## config.mk

```make
export PLATFORM = sky130hd
export DESIGN_NAME = spi_sensor_frame_crc8_codec
export DESIGN_NICKNAME = d
export VERILOG_FILES = /design/src/hw/rtl/scfc_pkg.sv /design/src/hw/rtl/scfc_crc_stage.sv /design/src/hw/rtl/spi_sensor_frame_crc8_codec.sv
export SDC_FILE = /design/constraint.sdc
export NUM_CORES = 1
export LEC_CHECK = 0
export ABC_AREA = 1
export BUFFER_PORTS_ARGS = -buffer_cell sky130_fd_sc_hd__clkbuf_2
export CELL_PAD_IN_SITES_DETAIL_PLACEMENT = 1
export CELL_PAD_IN_SITES_GLOBAL_PLACEMENT = 2
export CORE_MARGIN = 5
export CORE_UTILIZATION = 39
export DETAILED_ROUTE_END_ITERATION = 8
export PLACE_DENSITY_LB_ADDON = 0.1
export SLEW_MARGIN = 20
export SYNTH_ARGS = -nofsm -noshare
export SYNTH_HDL_FRONTEND = slang
export SYNTH_SLANG_ARGS = --single-unit
```

## constraint.sdc

```tcl
create_clock -name i_clk -period 4.4 [get_ports i_clk]
set_clock_uncertainty 0.05 [all_clocks]
set_input_delay 0.66 -clock i_clk [delete_from_list [all_inputs] [get_ports i_clk]]
set_output_delay 0.66 -clock i_clk [all_outputs]
set_load 0.05 [all_outputs]
```

## src/hw/rtl/scfc_pkg.sv

```systemverilog
// Shared types, codes and CRC-8 byte update for the SPI sensor frame codec.
package scfc_pkg;

    localparam logic [7:0] CRC_POLY   = 8'h1D;
    localparam logic [7:0] CRC_INIT   = 8'hFF;
    localparam logic [1:0] RS_ERROR   = 2'd3;
    localparam int         IN_BYTES   = 7;
    localparam int         OUT_BYTES  = 7;

    typedef enum logic [1:0] {
        CMD_READ  = 2'd0,
        CMD_WRITE = 2'd1,
        CMD_CHECK = 2'd2,
        CMD_NONE  = 2'd3
    } t_cmd;

    typedef enum logic [1:0] {
        FS_OK       = 2'd0,
        FS_CRC_ERR  = 2'd1,
        FS_DEV_ERR  = 2'd2,
        FS_RESERVED = 2'd3
    } t_fstat;

    typedef struct packed {
        t_cmd        cmd;
        logic [23:0] body;
        logic [7:0]  rx_crc;
        logic [23:0] work;
        logic [7:0]  crc;
    } t_item;

    function automatic logic [7:0] crc_byte(input logic [7:0] crc_in, input logic [7:0] data);
        logic [7:0] c;
        c = crc_in ^ data;
        for (int k = 0; k < 8; k++) begin
            if (c[7]) begin
                c = {c[6:0], 1'b0} ^ CRC_POLY;
            end else begin
                c = {c[6:0], 1'b0};
            end
        end
        return c;
    endfunction

endpackage

```

## src/hw/rtl/scfc_crc_stage.sv

```systemverilog
// One pipeline stage that folds the leading byte of the work word into the CRC.
module scfc_crc_stage (
    input  logic           i_clk,
    input  logic           i_rst_n,
    input  logic           i_valid,
    output logic           o_ready,
    input  scfc_pkg::t_item i_item,
    output logic           o_valid,
    input  logic           i_ready,
    output scfc_pkg::t_item o_item
);

    logic            r_valid;
    scfc_pkg::t_item r_item;
    scfc_pkg::t_item n_item;

    assign o_ready = !r_valid || i_ready;
    assign o_valid = r_valid;
    assign o_item  = r_item;

    always_comb begin
        n_item      = i_item;
        n_item.crc  = scfc_pkg::crc_byte(i_item.crc, i_item.work[23:16]);
        n_item.work = {i_item.work[15:0], 8'h00};
    end

    always_ff @(posedge i_clk) begin
        if (!i_rst_n) begin
            r_valid <= 1'b0;
        end else if (o_ready) begin
            r_valid <= i_valid;
        end
    end

    always_ff @(posedge i_clk) begin
        if (o_ready && i_valid) begin
            r_item <= n_item;
        end
    end

endmodule

```

## src/hw/rtl/spi_sensor_frame_crc8_codec.sv

```systemverilog
// Top level of the SPI sensor frame codec: request packing, CRC pipeline, response check.
//
//  channel   | direction | fields, lowest bit first
//  ----------+-----------+--------------------------------------------------------------
//  s_axis    | in        | tuser: cmd[1:0]
//            |           | tdata: reg_addr[4:0] write_data[20:5] rx_frame[52:21]
//  m_axis    | out       | tdata: tx_frame[31:0] frame_status[33:32] return_status[35:34]
//            |           |        read_value[51:36]
//
// One transaction per cycle sustained while m_axis is ready; data passes the input register,
// three CRC byte stages and the output register. Reset clears only the valid bits. A stall on
// m_axis holds every stage that is full; empty stages keep filling, so nothing is lost.
module spi_sensor_frame_crc8_codec (
    input  logic                              i_clk,
    input  logic                              i_rst_n,
    input  logic                              i_s_axis_tvalid,
    output logic                              o_s_axis_tready,
    input  logic [1:0]                        i_s_axis_tuser,  // cmd
    input  logic [8*scfc_pkg::IN_BYTES-1:0]   i_s_axis_tdata,  // reg_addr, write_data, rx_frame
    output logic                              o_m_axis_tvalid,
    input  logic                              i_m_axis_tready,
    output logic [8*scfc_pkg::OUT_BYTES-1:0]  o_m_axis_tdata   // tx_frame, frame_status,
                                                               // return_status, read_value
);

    logic [1:0]  in_cmd;
    logic [4:0]  in_addr;
    logic [15:0] in_wdata;
    logic [31:0] in_rx;

    assign in_cmd   = i_s_axis_tuser;
    assign in_addr  = i_s_axis_tdata[4:0];
    assign in_wdata = i_s_axis_tdata[20:5];
    assign in_rx    = i_s_axis_tdata[52:21];

    logic            r_in_valid;
    scfc_pkg::t_item r_in_item;
    scfc_pkg::t_item n_in_item;
    logic            in_ready;

    logic            s1_valid, s1_ready, s2_valid, s2_ready, s3_valid, s3_ready;
    scfc_pkg::t_item s1_item, s2_item, s3_item;

    logic            r_out_valid;
    logic [31:0]     r_tx;
    logic [1:0]      r_fstat;
    logic [1:0]      r_rs;
    logic [15:0]     r_rval;
    logic [31:0]     n_tx;
    logic [1:0]      n_fstat;
    logic [1:0]      n_rs;
    logic [15:0]     n_rval;
    logic            out_ready;
    logic [7:0]      crc_final;

    // Pack the request body or pick up the response body.
    always_comb begin
        n_in_item        = '0;
        n_in_item.cmd    = scfc_pkg::t_cmd'(in_cmd);
        n_in_item.rx_crc = in_rx[7:0];
        n_in_item.crc    = scfc_pkg::CRC_INIT;
        case (scfc_pkg::t_cmd'(in_cmd))
            scfc_pkg::CMD_READ:  n_in_item.body = {1'b0, in_addr, 2'b00, 16'h0000};
            scfc_pkg::CMD_WRITE: n_in_item.body = {1'b1, in_addr, 2'b00, in_wdata};
            scfc_pkg::CMD_CHECK: n_in_item.body = in_rx[31:8];
            default:             n_in_item.body = 24'h000000;
        endcase
        n_in_item.work = n_in_item.body;
    end

    assign in_ready        = !r_in_valid || s1_ready;
    assign o_s_axis_tready = in_ready;

    always_ff @(posedge i_clk) begin
        if (!i_rst_n) begin
            r_in_valid <= 1'b0;
        end else if (in_ready) begin
            r_in_valid <= i_s_axis_tvalid;
        end
    end

    always_ff @(posedge i_clk) begin
        if (in_ready && i_s_axis_tvalid) begin
            r_in_item <= n_in_item;
        end
    end

    scfc_crc_stage u_crc_b2 (
        .i_clk   (i_clk),
        .i_rst_n (i_rst_n),
        .i_valid (r_in_valid),
        .o_ready (s1_ready),
        .i_item  (r_in_item),
        .o_valid (s1_valid),
        .i_ready (s2_ready),
        .o_item  (s1_item)
    );

    scfc_crc_stage u_crc_b1 (
        .i_clk   (i_clk),
        .i_rst_n (i_rst_n),
        .i_valid (s1_valid),
        .o_ready (s2_ready),
        .i_item  (s1_item),
        .o_valid (s2_valid),
        .i_ready (s3_ready),
        .o_item  (s2_item)
    );

    scfc_crc_stage u_crc_b0 (
        .i_clk   (i_clk),
        .i_rst_n (i_rst_n),
        .i_valid (s2_valid),
        .o_ready (s3_ready),
        .i_item  (s2_item),
        .o_valid (s3_valid),
        .i_ready (out_ready),
        .o_item  (s3_item)
    );

    // Finish the CRC and form the result fields.
    assign crc_final = ~s3_item.crc;

    always_comb begin
        n_tx    = 32'h0;
        n_fstat = scfc_pkg::FS_OK;
        n_rs    = 2'b00;
        n_rval  = 16'h0000;
        case (s3_item.cmd)
            scfc_pkg::CMD_READ, scfc_pkg::CMD_WRITE: begin
                n_tx = {s3_item.body, crc_final};
            end
            scfc_pkg::CMD_CHECK: begin
                if (s3_item.rx_crc != crc_final) begin
                    n_fstat = scfc_pkg::FS_CRC_ERR;
                end else begin
                    n_rs    = s3_item.body[17:16];
                    n_rval  = s3_item.body[15:0];
                    n_fstat = (s3_item.body[17:16] == scfc_pkg::RS_ERROR) ?
                              scfc_pkg::FS_DEV_ERR : scfc_pkg::FS_OK;
                end
            end
            default: begin
                n_tx = 32'h0;
            end
        endcase
    end

    assign out_ready = !r_out_valid || i_m_axis_tready;

    always_ff @(posedge i_clk) begin
        if (!i_rst_n) begin
            r_out_valid <= 1'b0;
        end else if (out_ready) begin
            r_out_valid <= s3_valid;
        end
    end

    always_ff @(posedge i_clk) begin
        if (out_ready && s3_valid) begin
            r_tx    <= n_tx;
            r_fstat <= n_fstat;
            r_rs    <= n_rs;
            r_rval  <= n_rval;
        end
    end

    assign o_m_axis_tvalid = r_out_valid;
    assign o_m_axis_tdata  = {4'h0, r_rval, r_rs, r_fstat, r_tx};

endmodule
```

==> results of run 1 <==
per-layer routing:
metal | vias up | track usage [%] | routed length (microns)
met1 | 2236 | 16.58 | 7177
met3 | 17 | 3.318 | 922
li1 | 2521 | - | -
met2 | 124 | 19.88 | 7087
met5 | - | 0 | 0
met4 | 0 | 3.168 | 221
flip-flops by register name, summed over array words and instances (netlist names):
name / count
o_m_axis_tvalid: 1
r_fstat: 2
r_in_item: 34
r_in_valid: 1
r_rs: 2
r_rval: 16
r_tx: 32
u_crc_b0.o_item: 42
u_crc_b0.o_valid: 1
u_crc_b1.o_item: 42
u_crc_b1.o_valid: 1
u_crc_b2.o_item: 42
u_crc_b2.o_valid: 1
where the power goes:
group	leakage [uW]	switching [uW]	internal [uW]	total, uW
clock network	0.000357	700	1120	1820
registers	0.00201	60.8	2420	2480
logic	0.00196	317	172	489
total	0.00433	1080	3710	4790
worst reg2reg max path, delay by kind of cell (launching register included):
family / cells / cell delay (ns)
flip-flops: 1 / 0.33
AO/OA/AOI/OAI: 1 / 0.35
buffers and inverters: 2 / 0.10
AND/OR/NAND/NOR: 4 / 0.84
cell families after synthesis:
kind of cell    count (synthesis)
xor+xnor                       40
other cells                     1
buf+inv                       113
simple gates                  291
compound gates                 28
flops                         217
layout by cell type (no fill, tap or decap), drive strengths merged, types with 5 or more instances in the layout:
cell type / count
a21oi: 6
buf: 5
clkbuf: 138
clkinv: 10
dfxtp: 5
edfxtp: 212
inv: 98
nand2: 181
nand3: 38
nor2: 61
o21ai: 22
or2: 5
xnor2: 12
xor2: 28
through the flow:
stage	area [sq um]	std cells	utilization [%]	setup WS (ns)
floorplan	8651	693	-	0.9832
global placement	9544	1074	43.73	1.684
detailed placement	9544	1074	43.73	1.620
finish	10280	1114	47.13	1.557
CTS	10260	1113	47.04	1.511
global route	10280	1114	47.13	1.339
final timing paths:
path	from	to
max reg2reg	o_m_axis_tvalid	r_in_item[16]
min reg2reg	r_in_item[33]	u_crc_b2.o_item[33]
min	i_s_axis_tdata[28]	r_in_item[39]
max	o_m_axis_tvalid	o_s_axis_tready
cell type report:
| class | count | share of cell area (%) |
|---|---|---|
| clock buffers | 26 | 5.706 |
| multi-input cells | 363 | 17.20 |
| well taps | 280 | 3.406 |
| repair buffers | 117 | 5.937 |
| flip-flops and latches | 217 | 62.87 |
| clock inverters | 13 | 1.302 |
| inverters | 98 | 3.577 |
==> out/qor.csv, run 1 <==
metric;value;unit
CP peak stage delay;0.38;ns
Synth Flop Type;edfxtp_1;
Initial DRT Pass Iterations;4;
crit path kind;reg -> out;
Iter 0 DRT Violations;179;
Compound-Gate Fraction of Synth Area;1.622;%
Post-Synth XOR/XNOR Area;4.620;%
Max VDD drop;0.2115;mV
Post-CTS Setup Bufs;0;
mapped cell area;8640;sq um
pwr dens;465.8;nW/um^2
register-to-register setup slack;2.38;ns
simple logic cell fraction of the synthesized area;13.76;%
largest family of logic cells by synthesized area;simple AND/OR/NAND/NOR gates;
R2R cell count;7;
initial antenna violation count;0;
CP Data Required Time;3.69;ns
Routed wire per std cell;13.83;microns
family with the most delay on the worst path;simple AND/OR/NAND/NOR gates;
clk buf depth;3;
EDFF count, synth;212;
leak pwr;0.004331;uW
CP dominant cell by count;nor2_1;
Fin Setup TNS;0;ns
Slew @ Worst Pin;0.9989;ns
hold buffers post-CTS;0;
Seq/Total Area, Yosys;74.84;%
HP Class;in -> reg;
core area;21820;sq um
final-layout fill cell count;2311;
Die Span X;158.8;microns
maxcap violations;0;
Setup violations, final;0;
Clock transition at path regs;0.06;ns
IO buf count;112;
most common cell in the synthesized netlist;edfxtp_1;
most common library cells after synthesis;edfxtp_1, nand2_1, inv_1;
Post-Synth Adder-Cell Area;0;%
Syn Inst Count;690;
diode count;0;
gp weighted congestion;0.8054;
Row Count;54;
Final Max Tran Viols;0;
GRT Util Overall;12.30;%
total power;4791;uW
Initial Utilization;39.59;%
Rel. slew slack;33.26;%
register area;6466;sq um
TritonCTS Sinks;217;
cts bufs inserted;22;
Max FO, Critical Path;4;
top achievable clock speed;351.7;MHz
Mean Syn Cell Area;12.52;sq um
largest net degree at the start of global routing;53;
IO Count;120;
worst hold margin;0.2966;ns
crit end category;output port;
first-pass GRT wire length;25960;microns
die area;25230;sq um
CTS H-Tree Depth;1;
critical path, cell by cell;inv_1 > nor2_1 > inv_2 > nor2_1 > nand2_1 > nor2_1 > nand2_1 > clkbuf_2;
Total Wirelength;15410;microns
post-CTS sizing;0;
Layout area overhead;19.04;%
Synth area leader;edfxtp_1;
status;complete, no violations;
Clock Tree Root;clkbuf_16;
instance count on the critical path;8;
minimum clock period;2.843;ns
CP Launch Type;flip-flop;
CP Data Arrival Time;2.13;ns
layout cells sized above 1;19.78;%
Post-layout nets;881;
CTS tree;done;
mux cell area share after synthesis;0;%
GR Overflow Total;0;
drt via density;4.397;
async set or reset register ratio after synthesis;0;%
Worst-Skew Late Latency;0.49;ns
DRC Markers;0;
share of the synthesized area in the top cell type;73.69;%
post-synthesis register bit count;217;
hpwl dp;11680;microns
synth top area cells;edfxtp_1, nand2_1, inv_1, xor2_1, nor2_1;
period utilization;64.62;%
die extent in y;158.8;microns
RSZ-0062 raised after global routing;no;
area of the multi-input gates;1769;sq um
Distinct cells, synth;27;
Routed Antenna Nets;0;
Hold Path Stages;1;
vias in the first global route;5278;
Critical-path top delay cell;nor2_1;
Final Hold Violating Endpoints;0;
Crit path buffers/inverters;3;
synthesis warning total;0;
via count;4898;
Note: power is estimated with default switching activity, not from simulation.
==> run 2: changes to the inputs <==
Settings changed: CORE_UTILIZATION 39 to 35.
Clock period 4.4 ns to 2.3 ns, I/O delays scaled along.
==> run 2 against run 1 <==
Clock power up 83%. Clock-buffer cell count up 7. Critical endpoint unchanged. Combinational power up 94%. Global-route usage down 0.64 points. Final area up 1.4%. Via count up 2.1%. First-iteration DRC count up 25%. Critical path type unchanged. Critical path depth unchanged. Utilization down 4.2 points. Sequential power up 92%. Sequential share of layout area down 0.87 points. Largest power group unchanged.
==> out/qor.csv, run 2 (synthesis gave the netlist of run 1 again) <==
metric;value;unit
Crit. Startpoint;o_m_axis_tvalid;
Initial DRT Pass Iterations;4;
Clock Tree Root;clkbuf_16;
status;complete, no violations;
leak pwr;0.004349;uW
pwr dens;865.1;nW/um^2
Final Hold Violating Endpoints;0;
crit end category;output port;
via count;4999;
Die Span X;167.1;microns
R2R cell count;5;
Post-layout nets;893;
period utilization;92.18;%
clk buf depth;3;
met3 usage;2.475;%
most frequent cells in the layout;edfxtp_1, nand2_1, clkbuf_2, inv_1, nor2_1;
Row Count;57;
Layout area overhead;20.72;%
fin util;42.89;%
gp weighted congestion;0.7879;
crit path kind;reg -> out;
minimum clock period;2.120;ns
Routed Antenna Nets;0;
core area;24320;sq um
GR Overflow Total;0;
maxcap violations;0;
met2 Use GR;18.72;%
met1 Track Usage GR;16.26;%
IO buf count;112;
top achievable clock speed;471.7;MHz
Post-CTS Setup Bufs;0;
Clock transition at path regs;0.06;ns
CP Data Required Time;1.90;ns
Max VDD drop;0.4093;mV
Rel. slew slack;56.61;%
RR Endpoint;r_rval[5];
RSZ-0062 raised after global routing;no;
largest net degree at the start of global routing;53;
hpwl dp;12080;microns
GRT Util Overall;11.66;%
diode count;0;
Iter 0 DRT Violations;223;
CTS tree;done;
initial antenna violation count;0;
worst setup path end;o_s_axis_tready;
Final Max Tran Viols;0;
busiest grt layer;met2;
CTS H-Tree Depth;1;
TritonCTS Sinks;217;
register-to-register setup slack;0.47;ns
DRC Markers;0;
vias in the first global route;5403;
cts bufs inserted;23;
CP Launch Type;flip-flop;
Final Non-Filler Cells;1169;
worst hold margin;0.09271;ns
CP Data Arrival Time;1.73;ns
drt via density;4.276;
Initial Utilization;35.53;%
Setup violations, final;0;
Max FO, Critical Path;3;
Routed wire per std cell;13.68;microns
Worst-Skew Late Latency;0.49;ns
die extent in y;167.1;microns
Slew @ Worst Pin;0.6509;ns
dpl cells;1120;
die area;27930;sq um
IO Count;120;
layout cells sized above 1;19.88;%
Total Wirelength;15990;microns
FF-to-FF Start;u_crc_b0.o_item[3];
most common cell after layout, fill and taps aside;edfxtp_1;
first-pass GRT wire length;27130;microns
HP Class;in -> reg;
-- run 2: cell count changes in the layout (fill, tap and decap cells not counted), sizes merged --
cell         previous run  this run
clkbuf                138       145
bufinv                  3         1
clkinv                 10         3
clkinvlp                0         2
dlygate4sd3             0         9
buf                     5         7
-- run 2: through the flow --
stage	setup WS (ns)	total power (uW)	area [sq um]	TNS, ns
5_1_grt	0.009922	9512	10430	0
3_3_place_gp	0.2082	5731	9627	0
4_1_cts	0.01450	9178	10400	0
3_5_place_dp	0.1381	5779	9627	0
6_report	0.1798	9023	10430	0
2_1_floorplan	-0.1426	5495	8672	-7.417
-- run 2: per-layer routing --
layer	part of all wire, %	vias to the layer above	wire length (microns)
li1	-	2541	-
met5	0	-	0
met1	48	2308	7635
met4	1.7	0	270
met2	45	130	7232
met3	5.3	20	848
-- run 2: critical path, cell delays in order, from the launching register on --
cell	delay [ns]
dfxtp_1	0.32
inv_1	0.06
nor2_4	0.12
inv_2	0.05
nor2_1	0.14
nand2_2	0.10
nor2_4	0.13
nand2_1	0.08
clkbuf_4	0.22
-- run 2: worst min path at each step --
stage	from	end	slack, ns	cells after the start
after floorplan	u_crc_b1.o_item[32]	u_crc_b0.o_item[32]	0.35	0
after global placement	u_crc_b1.o_item[64]	u_crc_b0.o_item[64]	0.36	0
after detailed placement	r_in_item[37]	u_crc_b2.o_item[37]	0.36	0
after CTS	i_m_axis_tready	o_m_axis_tvalid	0.06	4
after global routing	i_m_axis_tready	o_m_axis_tvalid	0.09	4
final	i_s_axis_tdata[2]	r_in_item[28]	0.09	3
-- run 2: cell type report --
cell class              instances  area (sq um)
clock buffers                  33         613.1
clock inverters                 6         60.06
fillers                      2592         13890
inverters                      98         367.9
multi-input cells             363          1787
flip-flops and latches        217          6466
well taps                     324         405.4
repair buffers                128         730.7
-- run 2: report_power, final --
| group | switching (uW) | internal (uW) |
|---|---|---|
| registers | 118 | 4630 |
| clock network | 1370 | 1960 |
| logic | 605 | 343 |
-- run 2: what timing repair did --
action                                  4_1_cts  5_1_grt
hold buffers                                  9        0
endpoints found under the setup margin        1        1
gates resized for setup                       2        5
hold endpoints to repair                      9        0
==> run 3: changes to the inputs <==
Settings changed: CORE_ASPECT_RATIO set to 0.9.
==> run 3 against run 2 <==
Highest routed layer unchanged. Utilization up 0.65 points. Critical path type unchanged. Non-clock buffer count unchanged. Worst setup slack worse by 0.013 ns.
==> out/qor.csv, run 3 (synthesis gave the netlist of run 1 again) <==
metric;value;unit
diode count;0;
critical path, cell by cell;inv_1 > nor2_4 > inv_2 > nor2_2 > nand2_2 > nor2_4 > nand2_1 > clkbuf_4;
DRC Markers;0;
status;complete, no violations;
CP dominant cell by count;nor2_4;
gp weighted congestion;0.8098;
Total Wirelength;16220;microns
crit path kind;reg -> out;
Critical-path top delay cell;dfxtp_1;
TritonCTS Sinks;217;
Fin Setup TNS;0;ns
RR Endpoint;r_rval[0];
fin util;43.54;%
IO Count;120;
layout cells sized above 1;20.99;%
Layout area overhead;22.24;%
Initial Utilization;35.62;%
clk buf depth;3;
RSZ-0062 raised after global routing;no;
register area;6466;sq um
vias in the first global route;5291;
top achievable clock speed;468.8;MHz
die area;27930;sq um
Final Non-Filler Cells;1156;
period utilization;92.75;%
Max VDD drop;0.3558;mV
initial antenna violation count;0;
GR Overflow Total;0;
FF-to-FF Start;u_crc_b0.o_item[3];
area of the multi-input gates;1789;sq um
drt via density;4.285;
crit end category;output port;
first-pass GRT wire length;27000;microns
register-to-register setup slack;0.46;ns
Row Count;54;
Initial DRT Pass Iterations;4;
Final Max Tran Viols;0;
core area;24260;sq um
leak pwr;0.004422;uW
pre-CTS setup slack;0.1170;ns
Clock transition at path regs;0.06;ns
dpl cells;1104;
CP peak stage delay;0.33;ns
most common cell after layout, fill and taps aside;edfxtp_1;
Clock Tree Root;clkbuf_16;
maxcap violations;0;
family with the most delay on the worst path;simple AND/OR/NAND/NOR gates;
minimum clock period;2.133;ns
Rel. slew slack;55.71;%
via count;4954;
HP Class;in -> reg;
Worst-Skew Late Latency;0.50;ns
final-layout fill cell count;2551;
worst hold path endpoint;u_crc_b2.o_valid;
Iter 0 DRT Violations;262;
CP Data Arrival Time;1.74;ns
GRT Util Overall;11.73;%
Setup violations, final;0;
CP Data Required Time;1.90;ns
Hold Path Stages;3;
IO buf count;112;
Post-layout nets;894;
cts bufs inserted;24;
Die Span X;175.6;microns
Crit path buffers/inverters;3;
final worst setup slack;0.1668;ns
R2R cell count;5;
hold path start;i_rst_n;
CP Launch Type;flip-flop;
Slew @ Worst Pin;0.6643;ns
Routed wire per std cell;14.03;microns
CTS tree;done;
hpwl dp;11900;microns
pwr dens;906.1;nW/um^2
CTS H-Tree Depth;1;
Max FO, Critical Path;3;
die extent in y;159.1;microns
Post-CTS Setup Bufs;0;
Final Hold Violating Endpoints;0;
Routed Antenna Nets;0;
largest net degree at the start of global routing;53;
most frequent cells in the layout;edfxtp_1, nand2_1, clkbuf_2, inv_1, nor2_1;
==> run 3: cell types whose count changed in the layout (fill, tap and decap cells not counted) <==
cell        previous run  this run
clkinv_1               0         1
clkinv_2               3         2
clkbuf_1              10         3
clkbuf_16             23        25
clkbuf_8               0         3
bufinv_16              1         3
nor2_1                57        56
nor2_2                 0         1
clkinv_4               0         2
clkinvlp_4             2         3
==> run 3: routing by layer <==
metal  wire, microns  vias up  part of all wire (%)  global-route usage, %
li1                -     2551                     -                      -
met1            8227     2254                    51                  17.45
met2            6694      120                    41                  17.20
met3             923       29                   5.7                  2.730
met4             369        0                   2.3                  3.473
met5               0        -                     0                      0
==> run 3: through the flow <==
stage	cell area (sq um)	hold WS (ns)	power, uW
after floorplan	8672	0.3503	5495
after detailed placement	9607	0.3563	5784
after CTS	10530	0.05495	9722
after global routing	10560	0.08910	10060
after global placement	9607	0.3551	5735
final	10560	0.08575	9570
==> run 3: cell type report <==
cell class	instances	share of cell area [%]
sequential	217	61.22
clock inverter	11	1.362
tap	308	3.649
multi-input combinational	363	16.94
timing repair buffer	128	6.919
clock buffer	31	6.421
inverter	98	3.483
==> run 3: worst max path at each step <==
stage,startpoint,end,slack (ns),cells after the start
2_1_floorplan,o_m_axis_tvalid,r_fstat[0],-0.14,3
3_5_place_dp,i_m_axis_tready,u_crc_b2.o_item[33],0.12,7
3_3_place_gp,i_m_axis_tready,u_crc_b2.o_item[33],0.18,7
5_1_grt,o_m_axis_tvalid,o_s_axis_tready,0.02,8
4_1_cts,o_m_axis_tvalid,o_s_axis_tready,0.04,8
6_report,o_m_axis_tvalid,o_s_axis_tready,0.17,8
==> run 3: report_power, final <==
| part | switching [uW] | internal (uW) | total [uW] |
|---|---|---|---|
| clock | 1450 | 2410 | 3870 |
| sequential | 120 | 4630 | 4750 |
| combinational | 611 | 343 | 954 |
==> run 3: repair_timing <==
item                       4_1_cts  5_1_grt
hold endpoints to repair         9        0
setup endpoints to repair        1        1
resized for setup                4        3
hold buffers                     9        0
==> run 3: worst register-to-register path, stage by stage (launching register included) <==
cell,delay (ns)
edfxtp_1,0.43
xor2_1,0.17
nand2_1,0.07
nor2_1,0.32
nand3_2,0.40
nor2_1,0.24
